### config.mk
export PLATFORM = sky130hd
export DESIGN_NAME = fifo_queue_with_search_update
export DESIGN_NICKNAME = d
export VERILOG_FILES = /design/src/rtl/fqsu_pkg.sv /design/src/rtl/fqsu_ram.sv /design/src/rtl/fqsu_ctrl.sv /design/src/rtl/fifo_queue_with_search_update.sv
export SDC_FILE = /design/constraint.sdc
export NUM_CORES = 1
export LEC_CHECK = 0
export CORE_MARGIN = 2
export CORE_UTILIZATION = 45
export CTS_BUF_LIST = sky130_fd_sc_hd__clkbuf_8
export CTS_CLUSTER_DIAMETER = 200
export DETAILED_ROUTE_END_ITERATION = 12
export DONT_BUFFER_PORTS = 1
export GPL_ROUTABILITY_DRIVEN = 1
export PLACE_DENSITY = 0.7
export SETUP_SLACK_MARGIN = 0.3
export SYNTH_ARGS = -nofsm -noshare
export SYNTH_HDL_FRONTEND = slang
export SYNTH_HIERARCHICAL = 1
export SYNTH_SLANG_ARGS = --single-unit
### constraint.sdc
create_clock -name clk -period 11.8 [get_ports clk]
set_input_delay 1.18 -clock clk [delete_from_list [all_inputs] [get_ports clk]]
set_output_delay 1.18 -clock clk [all_outputs]
set_load 0.02 [all_outputs]
### src/rtl/fqsu_pkg.sv
// fqsu_pkg: shared types and constants for the fifo queue with search and update
// no dependencies; imported by every module of the block
`timescale 1ns / 1ps

package fqsu_pkg;

  localparam int VALUE_W = 32;
  localparam int POS_W   = 4;
  localparam int OP_W    = 2;
  localparam int ST_W    = 2;

  // input stream data: value then position, padded to whole bytes
  localparam int IN_DW = ((VALUE_W + POS_W + 7) / 8) * 8;

  typedef enum logic [OP_W-1:0] {
    OP_ENQUEUE = 2'd0,
    OP_DEQUEUE = 2'd1,
    OP_UPDATE  = 2'd2,
    OP_SEARCH  = 2'd3
  } op_t;

  typedef enum logic [ST_W-1:0] {
    ST_OK           = 2'd0,
    ST_EMPTY        = 2'd1,
    ST_FULL         = 2'd2,
    ST_BAD_POSITION = 2'd3
  } status_t;

  typedef enum logic [1:0] {
    S_IDLE,
    S_RDWAIT,
    S_SCAN,
    S_RESP
  } fsm_t;

endpackage

### src/rtl/fqsu_ram.sv
// fqsu_ram: entry storage, one write port and one read port with registered read data
// depends on fqsu_pkg for the entry width
`timescale 1ns / 1ps

module fqsu_ram #(
  parameter int DEPTH = 16
) (
  input  logic                                clk,
  input  logic                                wr_en,
  input  logic [$clog2(DEPTH)-1:0]            wr_addr,
  input  logic [fqsu_pkg::VALUE_W-1:0]        wr_data,
  input  logic                                rd_en,
  input  logic [$clog2(DEPTH)-1:0]            rd_addr,
  output logic [fqsu_pkg::VALUE_W-1:0]        rd_data
);
  import fqsu_pkg::*;

  logic [VALUE_W-1:0] mem [DEPTH];

  always_ff @(posedge clk) begin
    if (wr_en) begin
      mem[wr_addr] <= wr_data;
    end
  end

  always_ff @(posedge clk) begin
    if (rd_en) begin
      rd_data <= mem[rd_addr];
    end
  end

endmodule

### src/rtl/fqsu_ctrl.sv
// fqsu_ctrl: ring pointers, operation sequencer and result register
// depends on fqsu_pkg; drives the ports of fqsu_ram
`timescale 1ns / 1ps

module fqsu_ctrl #(
  parameter int DEPTH = 16
) (
  input  logic                                clk,
  input  logic                                rst_n,
  input  logic                                in_valid,
  output logic                                in_ready,
  input  logic [fqsu_pkg::OP_W-1:0]           in_op,
  input  logic [fqsu_pkg::VALUE_W-1:0]        in_value,
  input  logic [fqsu_pkg::POS_W-1:0]          in_pos,
  output logic                                out_valid,
  input  logic                                out_ready,
  output logic [fqsu_pkg::ST_W-1:0]           out_status,
  output logic                                out_found,
  output logic [fqsu_pkg::VALUE_W-1:0]        out_removed,
  output logic [$clog2(DEPTH+1)-1:0]          out_occ,
  output logic                                wr_en,
  output logic [$clog2(DEPTH)-1:0]            wr_addr,
  output logic [fqsu_pkg::VALUE_W-1:0]        wr_data,
  output logic                                rd_en,
  output logic [$clog2(DEPTH)-1:0]            rd_addr,
  input  logic [fqsu_pkg::VALUE_W-1:0]        rd_data
);
  import fqsu_pkg::*;

  localparam int AW    = $clog2(DEPTH);
  localparam int CNT_W = $clog2(DEPTH + 1);
  localparam int SUM_W = ((AW > POS_W) ? AW : POS_W) + 1;
  localparam int CMP_W = (CNT_W > POS_W) ? CNT_W : POS_W;

  function automatic logic [AW-1:0] slot_inc(input logic [AW-1:0] s);
    logic [AW-1:0] r;
    if (s == AW'(DEPTH - 1)) begin
      r = '0;
    end else begin
      r = s + 1'b1;
    end
    return r;
  endfunction

  fsm_t               state_r, state_nxt;
  logic [AW-1:0]      head_r, head_nxt;
  logic [AW-1:0]      tail_r, tail_nxt;
  logic [CNT_W-1:0]   count_r, count_nxt;
  logic [AW-1:0]      scan_slot_r, scan_slot_nxt;
  logic [CNT_W-1:0]   scan_idx_r, scan_idx_nxt;
  logic [VALUE_W-1:0] value_r, value_nxt;
  status_t            res_status_r, res_status_nxt;
  logic               res_found_r, res_found_nxt;
  logic [VALUE_W-1:0] res_removed_r, res_removed_nxt;
  logic               out_valid_r, out_valid_nxt;
  status_t            out_status_r, out_status_nxt;
  logic               out_found_r, out_found_nxt;
  logic [VALUE_W-1:0] out_removed_r, out_removed_nxt;
  logic [CNT_W-1:0]   out_occ_r, out_occ_nxt;

  logic [SUM_W-1:0]   upd_sum;
  logic [AW-1:0]      upd_slot;
  logic               pos_ok;
  logic [CNT_W-1:0]   scan_next_idx;

  // position counted from the head, wrapped once (position below count keeps it under 2x)
  always_comb begin
    upd_sum = SUM_W'(head_r) + SUM_W'(in_pos);
    if (upd_sum >= SUM_W'(DEPTH)) begin
      upd_sum = upd_sum - SUM_W'(DEPTH);
    end
    upd_slot = upd_sum[AW-1:0];
  end

  assign pos_ok        = CMP_W'(in_pos) < CMP_W'(count_r);
  assign scan_next_idx = scan_idx_r + 1'b1;

  always_comb begin
    state_nxt       = state_r;
    head_nxt        = head_r;
    tail_nxt        = tail_r;
    count_nxt       = count_r;
    scan_slot_nxt   = scan_slot_r;
    scan_idx_nxt    = scan_idx_r;
    value_nxt       = value_r;
    res_status_nxt  = res_status_r;
    res_found_nxt   = res_found_r;
    res_removed_nxt = res_removed_r;
    out_valid_nxt   = out_valid_r && !out_ready;
    out_status_nxt  = out_status_r;
    out_found_nxt   = out_found_r;
    out_removed_nxt = out_removed_r;
    out_occ_nxt     = out_occ_r;
    in_ready        = 1'b0;
    wr_en           = 1'b0;
    wr_addr         = tail_r;
    wr_data         = in_value;
    rd_en           = 1'b0;
    rd_addr         = head_r;

    unique case (state_r)
      S_IDLE: begin
        in_ready = 1'b1;
        if (in_valid) begin
          value_nxt       = in_value;
          res_status_nxt  = ST_OK;
          res_found_nxt   = 1'b0;
          res_removed_nxt = '0;
          state_nxt       = S_RESP;
          unique case (op_t'(in_op))
            OP_ENQUEUE: begin
              if (count_r == CNT_W'(DEPTH)) begin
                res_status_nxt = ST_FULL;
              end else begin
                wr_en     = 1'b1;
                wr_addr   = tail_r;
                tail_nxt  = slot_inc(tail_r);
                count_nxt = count_r + 1'b1;
              end
            end
            OP_DEQUEUE: begin
              if (count_r == '0) begin
                res_status_nxt = ST_EMPTY;
              end else begin
                rd_en     = 1'b1;
                rd_addr   = head_r;
                state_nxt = S_RDWAIT;
              end
            end
            OP_UPDATE: begin
              if (!pos_ok) begin
                res_status_nxt = ST_BAD_POSITION;
              end else begin
                wr_en   = 1'b1;
                wr_addr = upd_slot;
              end
            end
            OP_SEARCH: begin
              if (count_r == '0) begin
                res_status_nxt = ST_EMPTY;
              end else begin
                rd_en         = 1'b1;
                rd_addr       = head_r;
                scan_slot_nxt = head_r;
                scan_idx_nxt  = '0;
                state_nxt     = S_SCAN;
              end
            end
            default: begin
              res_status_nxt = ST_OK;
            end
          endcase
        end
      end

      S_RDWAIT: begin
        res_removed_nxt = rd_data;
        head_nxt        = slot_inc(head_r);
        count_nxt       = count_r - 1'b1;
        state_nxt       = S_RESP;
      end

      S_SCAN: begin
        // rd_data holds the entry at scan_idx_r; the next slot is fetched meanwhile
        if (rd_data == value_r) begin
          res_found_nxt = 1'b1;
          state_nxt     = S_RESP;
        end else if (scan_next_idx == count_r) begin
          state_nxt = S_RESP;
        end else begin
          rd_en         = 1'b1;
          rd_addr       = slot_inc(scan_slot_r);
          scan_slot_nxt = slot_inc(scan_slot_r);
          scan_idx_nxt  = scan_next_idx;
        end
      end

      S_RESP: begin
        if (!out_valid_r || out_ready) begin
          out_valid_nxt   = 1'b1;
          out_status_nxt  = res_status_r;
          out_found_nxt   = res_found_r;
          out_removed_nxt = res_removed_r;
          out_occ_nxt     = count_r;
          state_nxt       = S_IDLE;
        end
      end

      default: begin
        state_nxt = S_IDLE;
      end
    endcase
  end

  always_ff @(posedge clk) begin
    if (!rst_n) begin
      state_r     <= S_IDLE;
      head_r      <= '0;
      tail_r      <= '0;
      count_r     <= '0;
      out_valid_r <= 1'b0;
    end else begin
      state_r     <= state_nxt;
      head_r      <= head_nxt;
      tail_r      <= tail_nxt;
      count_r     <= count_nxt;
      out_valid_r <= out_valid_nxt;
    end
  end

  always_ff @(posedge clk) begin
    scan_slot_r   <= scan_slot_nxt;
    scan_idx_r    <= scan_idx_nxt;
    value_r       <= value_nxt;
    res_status_r  <= res_status_nxt;
    res_found_r   <= res_found_nxt;
    res_removed_r <= res_removed_nxt;
    out_status_r  <= out_status_nxt;
    out_found_r   <= out_found_nxt;
    out_removed_r <= out_removed_nxt;
    out_occ_r     <= out_occ_nxt;
  end

  assign out_valid   = out_valid_r;
  assign out_status  = out_status_r;
  assign out_found   = out_found_r;
  assign out_removed = out_removed_r;
  assign out_occ     = out_occ_r;

endmodule

### src/rtl/fifo_queue_with_search_update.sv
// fifo_queue_with_search_update: top level of the bounded queue with search and update
// depends on fqsu_pkg, fqsu_ram and fqsu_ctrl
`timescale 1ns / 1ps

// bounded first-in first-out queue of signed 32-bit values in a ring of DEPTH
// slots held in a single-port-read ram. each input transaction is one operation,
// selected by in_tuser: enqueue, dequeue, overwrite at a position from the head,
// or search the held entries for a value, stopping at the first match. every
// operation returns exactly one result transaction carrying status, found flag,
// removed value and occupancy. one operation is worked at a time: enqueue, update
// and any rejected operation go straight to the result state, a dequeue first
// waits for its ram read, and a search examines one entry per cycle, as the ram
// read port delivers them, until a match or the last held entry. the finished
// result waits in an output register, so a new transaction is taken while the
// previous result is still unread; the block only holds off when a second result
// is ready before the first is taken. the entry ram needs no initialization pass after reset.

module fifo_queue_with_search_update #(
  parameter int DEPTH = 16
) (
  input  logic                                clk,
  input  logic                                rst_n,
  input  logic                                in_tvalid,
  output logic                                in_tready,
  // [31:0] value, [35:32] position, upper bits zero
  input  logic [fqsu_pkg::IN_DW-1:0]          in_tdata,
  // [1:0] operation
  input  logic [fqsu_pkg::OP_W-1:0]           in_tuser,
  output logic                                out_tvalid,
  input  logic                                out_tready,
  // [0] found, [32:1] removed_value, then occupancy, upper bits zero
  output logic [((1 + fqsu_pkg::VALUE_W + $clog2(DEPTH+1) + 7) / 8) * 8 - 1:0] out_tdata,
  // [1:0] status
  output logic [fqsu_pkg::ST_W-1:0]           out_tuser
);
  import fqsu_pkg::*;

  localparam int AW    = $clog2(DEPTH);
  localparam int CNT_W = $clog2(DEPTH + 1);

  logic [VALUE_W-1:0] res_removed;
  logic               res_found;
  logic [CNT_W-1:0]   res_occ;

  // ram port wiring
  logic               wr_en;
  logic [AW-1:0]      wr_addr;
  logic [VALUE_W-1:0] wr_data;
  logic               rd_en;
  logic [AW-1:0]      rd_addr;
  logic [VALUE_W-1:0] rd_data;

  fqsu_ctrl #(
    .DEPTH(DEPTH)
  ) u_ctrl (
    .clk        (clk),
    .rst_n      (rst_n),
    .in_valid   (in_tvalid),
    .in_ready   (in_tready),
    .in_op      (in_tuser),
    .in_value   (in_tdata[VALUE_W-1:0]),
    .in_pos     (in_tdata[VALUE_W +: POS_W]),
    .out_valid  (out_tvalid),
    .out_ready  (out_tready),
    .out_status (out_tuser),
    .out_found  (res_found),
    .out_removed(res_removed),
    .out_occ    (res_occ),
    .wr_en      (wr_en),
    .wr_addr    (wr_addr),
    .wr_data    (wr_data),
    .rd_en      (rd_en),
    .rd_addr    (rd_addr),
    .rd_data    (rd_data)
  );

  fqsu_ram #(
    .DEPTH(DEPTH)
  ) u_ram (
    .clk    (clk),
    .wr_en  (wr_en),
    .wr_addr(wr_addr),
    .wr_data(wr_data),
    .rd_en  (rd_en),
    .rd_addr(rd_addr),
    .rd_data(rd_data)
  );

  // pack the result fields, lowest first, zero padding on top
  always_comb begin
    out_tdata                       = '0;
    out_tdata[0]                    = res_found;
    out_tdata[1 +: VALUE_W]         = res_removed;
    out_tdata[1 + VALUE_W +: CNT_W] = res_occ;
  end

  // one operation at a time: the input is closed in the cycle after an accepted transaction
  assert property (@(posedge clk) disable iff (!rst_n)
    (in_tvalid && in_tready) |=> !in_tready)
    else $error("input accepted while an operation was in progress");

  // a full rejection only happens with every slot held
  assert property (@(posedge clk) disable iff (!rst_n)
    (out_tvalid && out_tuser == ST_FULL) |-> (res_occ == CNT_W'(DEPTH)))
    else $error("full status with occupancy below depth");

  // an empty rejection only happens with nothing held
  assert property (@(posedge clk) disable iff (!rst_n)
    (out_tvalid && out_tuser == ST_EMPTY) |-> (res_occ == '0 && !res_found))
    else $error("empty status with entries held or found set");

  // occupancy never exceeds the ring size
  assert property (@(posedge clk) disable iff (!rst_n)
    out_tvalid |-> (res_occ <= CNT_W'(DEPTH)))
    else $error("occupancy beyond depth");

endmodule

# --- Word-level counts from Yosys, hierarchy flattened ---
# Memories as Yosys holds them, arrays and structs flattened. A register that Yosys moved wholly into a read port is not among the register bits.
# Index checks and enable logic that the tools add are counted.
# Widths: inputs -> output; s select.
totals:
  mem_bits_rw: 512
  latch_bits: 0
  in_bits: 46
  romBits: 0
  out_inout_bits: 44
  word_cells: 127
  mem_count: 1
  ff_bits: 132
mem_list:
  columns: ["memory", "words", "width", "rd", "rd_clocked_by_memory_dff", "wr", "line", "source"]
  rows:
  - ["u_ram.mem", 16, 32, 1, 1, 1, "fqsu_ram.sv:18", "logic [VALUE_W-1:0] mem [DEPTH];"]
op_classes:
  bitwise_logic: 1
  magnitude_cmp: 2
  n_eq_ne: 22
  multipliers: 0
  div_mod_pow: 0
  shifts: 0
  reduce_logical: 18
  addsub: 8
  muxes: 60
op_table:
  columns: ["cell", "n"]
  rows:
  - ["$mux 4", 16]
  - ["$pmux 32 s2", 1]
  - ["$mux 5", 8]
  - ["$eq 32x32->1", 1]
  - ["$mux 32", 1]
  - ["$pmux 5 s2", 2]
  - ["$mux 1", 18]
  - ["$mux 2", 7]
  - ["$ne 2x2->1 const B", 7]
  - ["$add 4x1->4 const B", 3]
  - ["$eq 4x4->1 const B", 3]
  - ["$add 5x1->5 const B", 2]
  - ["$eq 2x2->1 const B", 4]
  - ["$pmux 2 s4", 1]
  - ["$pmux 4 s2", 1]
  - ["$reduce_and 4->1", 2]
  - ["$pmux 1 s2", 3]
  - ["$pmux 2 s3", 1]
  - ["$reduce_and 2->1", 3]
  - ["$reduce_and 3->1", 2]
  - ["$reduce_and 6->1", 1]
  - ["$add 4x4->5", 1]
  - ["$eq 5x5->1", 1]
  - ["$eq 5x5->1 const B", 1]
  - ["other kinds (16)", 21]

# --- Depth between registers and ports, before layout ---
depth:
  depth_word: 7
  ltp_mapped: 11
  depth_no_buf: 9

# --- Modules after synthesis ---
# The synthesis kept the hierarchy.
by_module_without_submodules:
  columns: ["mod", "seq_area_each_um2", "cells_per_inst", "instances", "area_each_um2"]
  rows:
  - ["fqsu_ram", 16335.7, 838, 1, 20174.3]
  - ["fqsu_ctrl", 3803.6, 417, 1, 5891.9]
  - ["fifo_queue_with_search_update", 0.0, 4, 1, 26.3]

# --- Least setup slack after synthesis ---
# OpenSTA, ideal clock, no wires.
synth_timing:
  path_type: "input-to-reg"
  startpoint: "input port in_tdata[33] (netlist name)"
  endpoint: "memory u_ram.mem[0][0], enable pin"
  setup_slack_ns: 6.195
  setup_time_ns: 0.461
  required_ns: 11.339
  path_buffers: 0
  arrival_time_ns: 5.144
  stages: 8
  path_cell_list: "ha_1 -> a21o_1 -> a21o_1 -> a21oi_2 -> o211ai_2 -> mux2_1 -> or3b_2 -> nor3_1"
synth_between:
  elab_chain_len: 7
  elab_cells_between_ends: 15
  classes_between: "add/sub (2); order compare (2); mux (11)"
synth_lines:
  columns: ["element", "line", "source"]
  rows:
  - ["start: declaration", "fifo_queue_with_search_update.sv:26", "input logic [fqsu_pkg::IN_DW-1:0] in_tdata,"]
  - ["$add 4x4->5", "fqsu_ctrl.sv:68", "upd_sum = SUM_W'(head_r) + SUM_W'(in_pos);"]
  - ["$sub 4x1->4 / $ge 5x5->1 (equally long branches)", "fqsu_ctrl.sv:70, fqsu_ctrl.sv:69", null]
  - ["$mux 4", "fqsu_ctrl.sv:69", "if (upd_sum >= SUM_W'(DEPTH)) begin"]
  - ["$mux 4 (*)", "fqsu_ctrl.sv:131", "if (!pos_ok) begin"]
  - ["$mux 4 (*)", null, null]
  - ["$mux 4 (*)", "fqsu_ctrl.sv:104", "if (in_valid) begin"]
  - ["$mux 4 (*)", "fqsu_ctrl.sv:101", "unique case (state_r)"]
  - ["net wr_addr[3]", "fifo_queue_with_search_update.sv:47", "logic [AW-1:0] wr_addr;"]
  - ["end: declaration", "fqsu_ram.sv:18", null]
# Mark *: on every way through the listed nets, which the timed path passes. The rest lies on a longest branch.

# --- Final worst setup path ---
layout_timing:
  startpoint: "register u_ctrl.value_r[15]"
  endpoint: "register u_ram/rd_data[18] (netlist name), read port of u_ram.mem, data pin"
layout_between:
  elab_chain_len: 3
  elab_cells_between_ends: 5
  classes_between: "eq/ne (1); mux (4)"
layout_lines:
  columns: ["element", "line", "source"]
  rows:
  - ["start: declaration", "fqsu_ctrl.sv:51", "logic [VALUE_W-1:0] value_r, value_nxt;"]
  - ["start signal: assignment", "fqsu_ctrl.sv:214", "value_r <= value_nxt;"]
  - ["$eq 32x32->1", "fqsu_ctrl.sv:165", "if (rd_data == value_r) begin"]
  - ["$mux 4", "fqsu_ctrl.sv:165", null]
  - ["$mux 4", null, null]
  - ["net rd_addr[0]", "fifo_queue_with_search_update.sv:50", "logic [AW-1:0] rd_addr;"]
  - ["end: declaration", "fqsu_ram.sv:14", "output logic [fqsu_pkg::VALUE_W-1:0] rd_data"]
# The timed path passes the listed nets, and every way through them passes these cells.
# A chain may end at the register's enable or synchronous reset.

==> flow_summary.yaml <==
layout:
  areaGrowthSynthToFinish_pct: 10.4
  finalNonFillerCells: 2154
  drive_gt1_share_pct: 23.4
  nFillCells: 4552
  finalNetCount: 1369
floorplanning:
  dieArea_um2: 59900
  row_count: 88
  ioPinCount: 90
  coreArea_um2: 57500
  initial_core_util_pct: 45.4
  fp.dieW_um: 245
  die_y_um: 245
critical_path:
  cp-end-kind: "register"
  critPathRequiredTime_ns: 12.24
  cp.arrival_ns: 6.05
  reg2reg_to: "u_ram/rd_data[18]"
  cpPeakStageDelay_ns: 1.04
  slowest_stage: "nor4_1"
  cp_max_fo: 84
  path_class: "reg2reg"
  rrSetupSlack_ns: 6.19
  r2r_start: "u_ctrl/value_r[15]"
  crit_chain: "xor2_1 > nor4_1 > nand4_1 > o211ai_2 > mux2_8 > buf_4 > mux4_2 > a22oi_1 > nand2_1"
  setup.worst_path.start_class: "register"
  reg2reg_depth: 9
placement:
  gp_congestion: 0.745
  port_buffers: 0
  dp_cells: 1966
  dp_hpwl_mm: 28.9
min_path:
  hold_end: "u_ctrl/out_removed[22]"
  min_from: "u_ctrl/res_removed_r[22]"
  hp-class: "reg2reg"
  min_path_cells: 0
detailed_routing:
  wl_per_cell_um: 25.5
  maxUsedRoutingLayer: "met4"
  num_vias: 12100
  drtIter0Drc: 1078
  drc: 0
  viasPerCell: 5.61
  wl_met2_mm: 26.4
  finalWirelength_mm: 54.9
  wl_met1_mm: 22.9
  met3_length_mm: 4.45
  ant_nets: 0
  dr.pass1.iters: 5
clock_tree:
  postCtsHoldBufs: 0
  cts_resized: 0
  clock_latency_ns: 0.70
  cts_setup_buffers: 0
  cts_max_level: 3
  cts_tree: "yes"
  path_clk_slew_ns: 0.06
  clkSinkCount: 676
  clockBufferDepth: 3
  numCtsBuffers: 101
  clockRootBuffer: "clkbuf_8"
logic_synthesis:
  yosysTopAreaCellShare_pct: 76.0
  synth-seq-cells: 676
  synth_cell_types: 52
  postSynthAreaPerCell_um2: 20.7
  ys_seq_area_share_pct: 77.2
  ys.warnings.count: 6
  synth.most_common_cell: "edfxtp_1"
  synthesis.area_um2: 26100
  yosys-top-cells-area: "edfxtp_1, mux4_2, a22oi_1, xor2_1, buf_4"
  synth_edf_count: 660
  synthTopCellsByCount: "edfxtp_1, mux4_2, a22oi_1"
  synthArstFlopShare_pct: 0
  yosys.area.top_type: "edfxtp_1"
  syn_inst: 1259
  ys.flop_type: "edfxtp_1"
timing:
  min_period_over_period_pct: 47.6
  fmax_mhz: 178
  worst_pin_slew_ns: 1.25
  setup_viol: 0
  period_needed_ns: 5.61
  skew_ns: 0.0268
  tns_ns: 0
  rsz0062_at_grt: "false"
  hold_viol: 0
  finalMaxSlewViolations: 0
  max-slew-margin-rel_pct: 16.0
grt:
  antenna_found_initial: 2
  grt_use_total_pct: 18.5
  grt_pass1_wl_mm: 80.6
  grt_max_degree: 85
  grt_pass1_vias: 12500
  grt_overflow_total: 0
power_and_ir_drop:
  p_per_area_nw_per_um2: 222
  cellLeakagePower_nw: 9.14
  ir_worst_vdd_mv: 0.178
run:
  max-cap-violations: 0
run_status:
  status: "finished, final reports clean"
-- placed cells by master, fill, tap and decap left out, types with 4 or more instances in the layout --
cell type,count
nand2_1,53
dfxtp_1,16
mux4_2,128
inv_1,41
nor3_2,5
o21ai_0,6
a21o_1,5
nor4_1,8
clkinv_2,13
xor2_1,40
a22oi_1,65
clkinvlp_4,6
buf_4,27
nor2_4,13
clkinv_1,31
nand4_1,4
clkbuf_8,101
a21oi_1,9
nor2b_1,7
edfxtp_1,660
nor2_1,16
ha_1,16
and2_1,38
xnor2_1,10
mux2_2,5
nand3_1,4
mux2i_1,5
-- worst max-delay path by stage --
stage	startpoint	depth (start not counted)	end	slack, ns
finish	u_ctrl/value_r[15]	9	u_ram/rd_data[18]	6.19
global route	u_ctrl/value_r[15]	9	u_ram/rd_data[24]	5.79
CTS	u_ctrl/value_r[15]	9	u_ram/rd_data[18]	6.17
detailed placement	u_ctrl/value_r[15]	9	u_ram/rd_data[18]	6.16
global placement	u_ram/rd_data[15]	9	u_ram/rd_data[11]	6.23
floorplan	in_tdata[33]	8	u_ram/mem[0][0]	6.20
-- registers in the layout, summed over array words and instances, names as in the netlist --
signal and cells:
u_ram/mem 512, u_ctrl/out_removed 32, u_ctrl/res_removed_r 32, u_ctrl/value_r 32, u_ram/rd_data 32, u_ctrl/count_r 5, u_ctrl/out_occ 5, u_ctrl/scan_idx_r 5
u_ctrl/head_r 4, u_ctrl/scan_slot_r 4, u_ctrl/tail_r 4, u_ctrl/out_status 2, u_ctrl/res_status_r 2, u_ctrl/state_r 2, u_ctrl/out_found 1, u_ctrl/out_valid 1
u_ctrl/res_found_r 1
-- cell families after synthesis --
family	after synthesis	share of synthesized area, %
buf+inv	100	2.19
fa+ha+maj	19	0.969
simple gates	163	3.17
compound gates	106	3.04
other cells	1	0.0144
flops	676	77.2
mux	143	11.7
xor+xnor	51	1.76
-- area by class of cell --
cell class	count	area [um2]	share of cell area (%)
well taps	765	957	3.32
multi-input cells	484	5560	19.3
clock inverters	86	490	1.70
clock buffers	101	1390	4.83
inverters	14	52.6	0.182
repair buffers	27	203	0.704
diodes	1	2.50	0.00869
flip-flops and latches	676	20100	69.9
-- routing by layer --
layer,global-route usage (%),up-vias
li1,-,5180
met4,5.16,0
met2,29.8,462
met1,24.8,6351
met5,0,-
met3,5.22,92
-- metrics by stage --
stage	instance area, um2	hold WS (ns)	total power [mW]	setup WS, ns	utilization, %
global route	28800	0.425	6.68	5.79	50.1
CTS	28800	0.419	6.46	6.17	50.1
detailed placement	26900	0.405	4.69	6.16	46.8
global placement	26900	0.404	4.66	6.23	46.8
finish	28800	0.416	6.39	6.19	50.1
floorplan	26100	0.400	4.30	6.20	-
-- power breakdown --
part / internal, mW / switching (mW)
combinational: 0.687 / 0.850
sequential: 2.95 / 0.141
clock: 0.877 / 0.889
total: 4.51 / 1.88
-- critical path, delay by kind of cell (launching register included) --
family                    cells  cell delay (ns)
AOI/OAI and AO/OA             2             0.80
xor gates and xnor gates      1             0.20
buffers and inverters         1             0.86
DFF                           1             0.38
muxes                         2             1.58
and+or+nand+nor               3             1.41
Power figures use the tool's default switching activity.
